==> src/fct_pkg.sv <==
// ----------------------------------------------------------------------------
// Flight countdown timer package
// Shared word types, command and status structs, and constants.
// ----------------------------------------------------------------------------
package fct_pkg;

    localparam int unsigned StampW      = 16;
    localparam int unsigned SecondsW    = 15;
    localparam int unsigned PhaseW      = 6;
    localparam int unsigned CfgIndexW   = 2;
    localparam int unsigned CfgDataW    = 16;

    localparam logic [StampW-1:0]   MsPerSecond      = 16'd1000;
    localparam logic [StampW-1:0]   TwoSeconds       = 16'd2000;
    localparam logic [StampW-1:0]   MaxDeltaMs       = 16'd64000;
    localparam logic [PhaseW-1:0]   LastMinutePhase  = 6'd59;
    localparam logic [SecondsW-1:0] WarnWindow       = 15'd10;
    localparam logic [SecondsW-1:0] ElapsedMax       = 15'd32767;
    localparam logic [SecondsW-1:0] TargetReset      = 15'd1;
    localparam logic                CountUpReset     = 1'b1;

    localparam logic OpTick  = 1'b0;
    localparam logic OpReset = 1'b1;

    localparam logic [CfgIndexW-1:0] CfgTarget  = 2'd0;
    localparam logic [CfgIndexW-1:0] CfgCountUp = 2'd1;

    typedef enum logic [1:0] {
        ALERT_NONE   = 2'd0,
        ALERT_TARGET = 2'd1,
        ALERT_WARN   = 2'd2,
        ALERT_MINUTE = 2'd3
    } alert_t;

    typedef struct packed {
        logic              opcode;
        logic              active;
        logic [StampW-1:0] now_ms;
    } tick_word_t;

    typedef struct packed {
        logic signed [15:0] shown_time;
        logic               second_done;
        alert_t             alert;
        logic               last_result;
    } sec_word_t;

    typedef struct packed {
        logic load_reset;
        logic load_tick;
        logic step;
    } fct_cmd_t;

    typedef struct packed {
        logic is_reset_op;
        logic tick_live;
        logic total_ge_sec;
        logic total_lt_two_sec;
    } fct_stat_t;

endpackage

==> src/fct_ctrl.sv <==
// ----------------------------------------------------------------------------
// Flight countdown timer controller
// Accepts tick words and issues one datapath step per emitted second.
// ----------------------------------------------------------------------------
module fct_ctrl
    import fct_pkg::*;
(
    input  logic      clk,
    input  logic      rst_n,
    input  logic      tick_valid,
    output logic      tick_ready,
    output logic      sec_valid,
    input  logic      sec_ready,
    input  fct_stat_t stat,
    output fct_cmd_t  cmd
);

    typedef enum logic {
        ST_IDLE,
        ST_RUN
    } state_t;

    state_t state_reg, state_next;
    logic   sec_valid_reg, sec_valid_next;
    logic   slot_free;

    assign tick_ready = (state_reg == ST_IDLE);
    assign sec_valid  = sec_valid_reg;
    assign slot_free  = !sec_valid_reg || sec_ready;

    always_comb
    begin
        state_next     = state_reg;
        cmd            = '0;
        case (state_reg)
            ST_IDLE:
            begin
                if (tick_valid)
                begin
                    if (stat.is_reset_op)
                    begin
                        cmd.load_reset = 1'b1;
                    end
                    else if (stat.tick_live)
                    begin
                        cmd.load_tick = 1'b1;
                        state_next    = ST_RUN;
                    end
                end
            end
            ST_RUN:
            begin
                if (!stat.total_ge_sec)
                begin
                    state_next = ST_IDLE;
                end
                else if (slot_free)
                begin
                    cmd.step = 1'b1;
                    if (stat.total_lt_two_sec)
                    begin
                        state_next = ST_IDLE;
                    end
                end
            end
            default:
            begin
                state_next = ST_IDLE;
            end
        endcase

        if (cmd.step)
        begin
            sec_valid_next = 1'b1;
        end
        else if (sec_ready)
        begin
            sec_valid_next = 1'b0;
        end
        else
        begin
            sec_valid_next = sec_valid_reg;
        end
    end

    always_ff @(posedge clk or negedge rst_n)
    begin
        if (!rst_n)
        begin
            state_reg     <= ST_IDLE;
            sec_valid_reg <= 1'b0;
        end
        else
        begin
            state_reg     <= state_next;
            sec_valid_reg <= sec_valid_next;
        end
    end

endmodule

==> src/fct_datapath.sv <==
// ----------------------------------------------------------------------------
// Flight countdown timer datapath
// Holds the configuration, stamp, millisecond total, seconds count, minute phase and the output word.
// ----------------------------------------------------------------------------
module fct_datapath
    import fct_pkg::*;
(
    input  logic                 clk,
    input  logic                 rst_n,
    input  tick_word_t           tick_word,
    input  logic                 cfg_write,
    input  logic [CfgIndexW-1:0] cfg_index,
    input  logic [CfgDataW-1:0]  cfg_data,
    input  fct_cmd_t             cmd,
    output fct_stat_t            stat,
    output sec_word_t            sec_word
);

    logic [SecondsW-1:0] target_reg;
    logic                count_up_reg;
    logic [SecondsW-1:0] elapsed_reg, elapsed_next;
    logic [PhaseW-1:0]   phase_reg, phase_next;
    logic [StampW-1:0]   stamp_reg;
    logic [StampW-1:0]   total_reg;
    sec_word_t           word_reg, word_next;

    logic [StampW-1:0]   delta_raw;
    logic [StampW-1:0]   delta;
    logic                saturated;
    logic [SecondsW-1:0] to_target;
    logic [15:0]         remaining;

    assign delta_raw = tick_word.now_ms - stamp_reg;
    assign delta     = (delta_raw > MaxDeltaMs) ? MaxDeltaMs : delta_raw;

    assign stat.is_reset_op      = (tick_word.opcode == OpReset);
    assign stat.tick_live        = tick_word.active && (tick_word.now_ms != stamp_reg);
    assign stat.total_ge_sec     = (total_reg >= MsPerSecond);
    assign stat.total_lt_two_sec = (total_reg < TwoSeconds);

    assign saturated = (elapsed_reg == ElapsedMax);

    always_comb
    begin
        if (saturated)
        begin
            elapsed_next = elapsed_reg;
            phase_next   = phase_reg;
        end
        else
        begin
            elapsed_next = elapsed_reg + 15'd1;
            phase_next   = (phase_reg == LastMinutePhase) ? '0 : phase_reg + 6'd1;
        end
        to_target = target_reg - elapsed_next;
        remaining = {1'b0, target_reg} - {1'b0, elapsed_next};

        word_next.shown_time  = count_up_reg ? $signed({1'b0, elapsed_next})
                                             : $signed(remaining);
        word_next.second_done = 1'b1;
        word_next.last_result = (total_reg < TwoSeconds);
        if (saturated)
        begin
            word_next.alert = ALERT_NONE;
        end
        else if (elapsed_next == target_reg)
        begin
            word_next.alert = ALERT_TARGET;
        end
        else if ((elapsed_next < target_reg) && (to_target <= WarnWindow))
        begin
            word_next.alert = ALERT_WARN;
        end
        else if (phase_next == '0)
        begin
            word_next.alert = ALERT_MINUTE;
        end
        else
        begin
            word_next.alert = ALERT_NONE;
        end
    end

    always_ff @(posedge clk or negedge rst_n)
    begin
        if (!rst_n)
        begin
            target_reg   <= TargetReset;
            count_up_reg <= CountUpReset;
            elapsed_reg  <= '0;
            phase_reg    <= '0;
            stamp_reg    <= '0;
            total_reg    <= '0;
        end
        else
        begin
            if (cfg_write && (cfg_index == CfgTarget))
            begin
                target_reg <= cfg_data[SecondsW-1:0];
            end
            if (cfg_write && (cfg_index == CfgCountUp))
            begin
                count_up_reg <= cfg_data[0];
            end
            if (cmd.load_reset)
            begin
                elapsed_reg <= '0;
                phase_reg   <= '0;
                total_reg   <= '0;
                stamp_reg   <= tick_word.now_ms;
            end
            else if (cmd.load_tick)
            begin
                stamp_reg <= tick_word.now_ms;
                total_reg <= total_reg + delta;
            end
            else if (cmd.step)
            begin
                elapsed_reg <= elapsed_next;
                phase_reg   <= phase_next;
                total_reg   <= total_reg - MsPerSecond;
            end
        end
    end

    always_ff @(posedge clk)
    begin
        if (cmd.step)
        begin
            word_reg <= word_next;
        end
    end

    assign sec_word = word_reg;

endmodule

==> src/flight_countdown_timer.sv <==
// ----------------------------------------------------------------------------
// Flight countdown timer
// Counts flight seconds from a millisecond stamp and emits one word per second.
//
//   Channel | Handshake             | Word
//   --------+-----------------------+---------------------------------------
//   tick    | tick_valid/tick_ready | opcode, active, now_ms
//   sec     | sec_valid/sec_ready   | shown_time, second_done, alert, last
//   cfg     | cfg_valid/cfg_ready   | cfg_index, cfg_data
//
// A live tick word is loaded first, then one second word is emitted per cycle
// (up to 64); a live tick that completes no second passes through the run state
// with no step before it returns to idle. A reset word or an idle tick is
// handled in the idle state alone. Output stalls hold the loop; the next tick
// word is taken while the final second word still waits.
// Reset is asynchronous and clears the counting state; config gets its defaults.
// ----------------------------------------------------------------------------
module flight_countdown_timer
    import fct_pkg::*;
(
    input  logic                 clk,
    input  logic                 rst_n,
    input  logic                 tick_valid,
    output logic                 tick_ready,
    input  tick_word_t           tick_word,
    output logic                 sec_valid,
    input  logic                 sec_ready,
    output sec_word_t            sec_word,
    input  logic                 cfg_valid,
    output logic                 cfg_ready,
    input  logic [CfgIndexW-1:0] cfg_index,
    input  logic [CfgDataW-1:0]  cfg_data
);

    fct_cmd_t  cmd;
    fct_stat_t stat;

    assign cfg_ready = 1'b1;

    fct_ctrl u_ctrl (
        .clk        (clk),
        .rst_n      (rst_n),
        .tick_valid (tick_valid),
        .tick_ready (tick_ready),
        .sec_valid  (sec_valid),
        .sec_ready  (sec_ready),
        .stat       (stat),
        .cmd        (cmd)
    );

    fct_datapath u_datapath (
        .clk       (clk),
        .rst_n     (rst_n),
        .tick_word (tick_word),
        .cfg_write (cfg_valid && cfg_ready),
        .cfg_index (cfg_index),
        .cfg_data  (cfg_data),
        .cmd       (cmd),
        .stat      (stat),
        .sec_word  (sec_word)
    );

    // A second is only counted while at least one whole second is pending.
    a_step_needs_second: assert property (@(posedge clk) disable iff (!rst_n)
        cmd.step |-> stat.total_ge_sec)
        else $error("step issued with less than one second pending");

    // Every step leaves a word on the output.
    a_step_sets_valid: assert property (@(posedge clk) disable iff (!rst_n)
        cmd.step |=> sec_valid)
        else $error("step did not present a second word");

    // While idle the remainder is always below one second.
    a_idle_remainder: assert property (@(posedge clk) disable iff (!rst_n)
        tick_ready |-> !stat.total_ge_sec)
        else $error("idle with a whole second still pending");

endmodule
==> config.mk <==
export PLATFORM = sky130hd
export DESIGN_NAME = flight_countdown_timer
export DESIGN_NICKNAME = d
export VERILOG_FILES = /design/src/fct_pkg.sv /design/src/fct_ctrl.sv /design/src/fct_datapath.sv /design/src/flight_countdown_timer.sv
export SDC_FILE = /design/constraint.sdc
export NUM_CORES = 1
export LEC_CHECK = 0
export BUFFER_PORTS_ARGS = -buffer_cell sky130_fd_sc_hd__buf_2
export CORE_ASPECT_RATIO = 1.1
export CORE_MARGIN = 4
export CORE_UTILIZATION = 60
export CTS_CLUSTER_SIZE = 16
export DETAILED_ROUTE_END_ITERATION = 10
export MAX_ROUTING_LAYER = met4
export PLACE_DENSITY_LB_ADDON = 0.25
export RECOVER_POWER = 25
export SYNTH_ARGS = -nofsm -noshare
export SYNTH_HDL_FRONTEND = slang
export SYNTH_SLANG_ARGS = --single-unit
==> constraint.sdc <==
create_clock -name clk -period 12.45 [get_ports clk]
set_clock_uncertainty 0.1 [all_clocks]
set_input_delay 1.8675 -clock clk [delete_from_list [all_inputs] [get_ports clk]]
set_output_delay 1.8675 -clock clk [all_outputs]
set_load 0.03 [all_outputs]
==> flow_summary_export.csv <==
group,metric,value,unit
placement,place_congestion,0.961,
synth,yosys.cell_types.count,69,
cts,cts.sinks,90,
timing,worst_pin_slew,4020,ps
power,p_per_area,257,nW/um^2
route,post_drt_wl_per_cell,16.8,um
synth,ys_ff_latch,90,
synth,yosysWarnings,0,
route,vias_per_cell,6.16,
worst_setup_path,path_depth,24,
cts,cts_hold_buf,0,
timing,maxSlewViolCount,72,
floorplan,core-area,10500,um^2
worst_setup_path,worst-path-buf-inv,3,
layout,antenna_cells,0,
layout,area_growth,10.3,%
worst_setup_path,reg2regPathDepth,21,
worst_setup_path,slowest_delay,560,ps
layout,post-route-cell-area,7270,um^2
global_routing,grt_max_degree,72,
route,totalWireLength,15800,um
cts,ctsResizeCount,0,
route,drc,0,
cts,numCtsBuffers,9,
floorplan,die_w,108,um
cts,cts_max_path_buffers,2,
min_path,hold_class,"register to register",
worst_setup_path,worstPathRequired,12600,ps
outcome,violations,"max-capacitance violations, max-slew violations",
worst_setup_path,cpMaxStageDelayCell,"or4_1",
global_routing,antenna_found_initial,0,
synth,synth_ff_type,"dfrtp_1",
timing,slew_headroom,-1.68,
timing,setup_viol,0,
global_routing,grt_pass1_wl,26300,um
timing,hold_violations,0,
synth,ys_seq_area_frac,0.357,
layout,most-common-layout-cells,"80 x o21ai_0, 69 x dfrtp_1, 66 x nand2_1, 59 x buf_2",
timing,fmax,136,MHz
outcome,outcome,"finished, violations left",
layout,largest_reg_flops,19,
floorplan,die_y,118,um
route,drtAntennaViolNets,0,
power,leakage,0.00321,uW
worst_setup_path,cp_common_cell,"o21ai_0",
run,drv_cap,1,
worst_setup_path,worstSetupPathType,"input pin to register",
global_routing,grt.overflow.total,0,
layout,final_util,0.689,
route,via_count,5795,
floorplan,die_area,12700,um^2
placement,placedInstanceArea,7000,um^2
synth,synth_edf_count,19,
route,dr.pass1.iters,5,
cts,clock_latency,360,ps
layout,layout_commonest_cell,"o21ai_0",
worst_setup_path,critical_path.top_delay_family,"simple AND/OR/NAND/NOR gates",
cts,cts_max_level,3,
cts,postCtsSetupBuffers,0,
global_routing,grt_pass1_vias,5670,
worst_setup_path,cp_max_fo,10,
placement,hpwlAfterDp,11900,um
floorplan,start_util,0.625,
worst_setup_path,end_kind,"register",
floorplan,fp-row-count,39,
power,total_power,1870,uW
synth,post_synth_inst_count,740,
power,vdd_drop_max,0.204,mV
cts,path_clk_slew,70,ps
worst_setup_path,startpoint_type,"input pin",
route,drt-initial-drc-count,295,
cts,root_buffer,"clkbuf_16",
synth,avgSynthCellArea,8.90,um^2
floorplan,io_pins,64,
layout,drive_above_1_share,0.136,
synth,async_flop_share,0.789,
timing,rsz0062_at_grt,"false",
worst_setup_path,cp_cell_sequence,"buf_2 -> inv_1 -> ha_1 -> inv_1 -> fa_1 -> a211oi_1 -> o21ai_0 -> and3_1 -> o2111a_1 -> o21ai_0 -> nand2b_1 -> xor2_1 -> and4b_1 -> nor2b_1 -> ha_1 -> a211oi_1 -> nor2_1 -> or4_1 -> and3_1 -> or4_1 -> a41oi_1 -> xor2_1 -> o21ai_0 -> a22o_1",
min_path,hold_depth,2,
placement,port_buffers,60,
global_routing,grt_usage,0.263,
layout,final_nets,886,
cts,cts_tree,"yes",
worst_setup_path,arrival,7490,ps
synth,syn_area,6590,um^2
timing,period_share,0.589,
timing,finalCriticalPeriod,7340,ps
timing,fin_setup_tns,0,ps
[cell type report]
class                   count  area [um^2]
clock inverters             3         17.5
repair buffers             64          325
well taps                 143          179
flip-flops and latches     90         2350
fillers                   869         3270
inverters                  37          141
multi-input cells         590         4000
clock buffers              13          250
[cells in the mapped netlist, drive strengths merged (15+ instances only)]
master | count | share of area
a21o | 17 | 0.019
a21oi | 34 | 0.026
clkbuf | 19 | 0.011
dfrtp | 69 | 0.26
edfxtp | 19 | 0.087
ha | 50 | 0.095
inv | 37 | 0.021
mux2 | 15 | 0.026
nand2 | 66 | 0.038
nand3 | 35 | 0.027
nor2 | 51 | 0.029
nor3 | 17 | 0.014
o21ai | 81 | 0.063
xnor2 | 27 | 0.036
xor2 | 20 | 0.027
[worst register-to-register path: stages (launching register included)]
cell	delay [ps]
dfrtp_1	360
inv_1	110
ha_1	260
nor2b_1	160
o31ai_1	250
nor4b_1	310
o31a_1	270
o21ai_0	170
a211oi_1	360
nand3_1	170
and4b_1	490
nor2b_1	140
ha_1	310
a211oi_1	300
nor2_1	110
or4_1	450
and3_1	200
or4_1	560
a41oi_1	260
xor2_1	290
o21ai_0	140
a22o_1	190
[cell families after synthesis]
kind of cell,Yosys count,share of synthesized area
AO/OA/AOI/OAI,208,0.201
XOR/XNOR,47,0.0625
adder cells (fa/ha/maj),53,0.104
buffers and inverters,61,0.0372
flip-flops,90,0.357
multiplexers,28,0.0454
other,1,0.000569
AND/OR/NAND/NOR,252,0.192
[metal layers]
layer | GRT usage | up-vias | routed length [um]
met4 | 0.153 | 0 | 743
met2 | 0.442 | 179 | 8110
met1 | 0.298 | 2739 | 6290
met3 | 0.0346 | 60 | 662
li1 | - | 2817 | -
met5 | - | - | 0
[through the flow]
stage | setup slack, ps | hold slack [ps] | cells
after floorplan | 5540 | 366 | 741
after global placement | 4970 | 383 | 924
after detailed placement | 4840 | 401 | 924
after CTS | 5200 | 416 | 940
after global routing | 4810 | 446 | 940
final | 5110 | 414 | 940
[where the power goes]
group	switching [uW]	internal (uW)	total [uW]	leakage, uW
logic	678	462	1140	0.00199
clock network	115	140	256	0.000130
registers	68.4	405	473	0.00109
[final timing paths]
path	start	to	slack, ps
worst min-delay path	u_ctrl.sec_valid$_DFFE_PN0P_	u_ctrl.sec_valid$_DFFE_PN0P_	410
worst max-delay path	tick_word[0]	u_datapath.total_reg[15]$_DFFE_PN0P_	5110
max in group asynchronous	rst_n	u_datapath.target_reg[10]$_DFFE_PN0P_	7080
min in group asynchronous	rst_n	u_datapath.total_reg[0]$_DFFE_PN0P_	2920
worst max register to register	u_datapath.stamp_reg[1]$_DFFE_PN0P_	u_datapath.total_reg[15]$_DFFE_PN0P_	6400
worst min register to register	u_ctrl.sec_valid$_DFFE_PN0P_	u_ctrl.sec_valid$_DFFE_PN0P_	410
No activity file was read; power rests on OpenSTA's default activity.
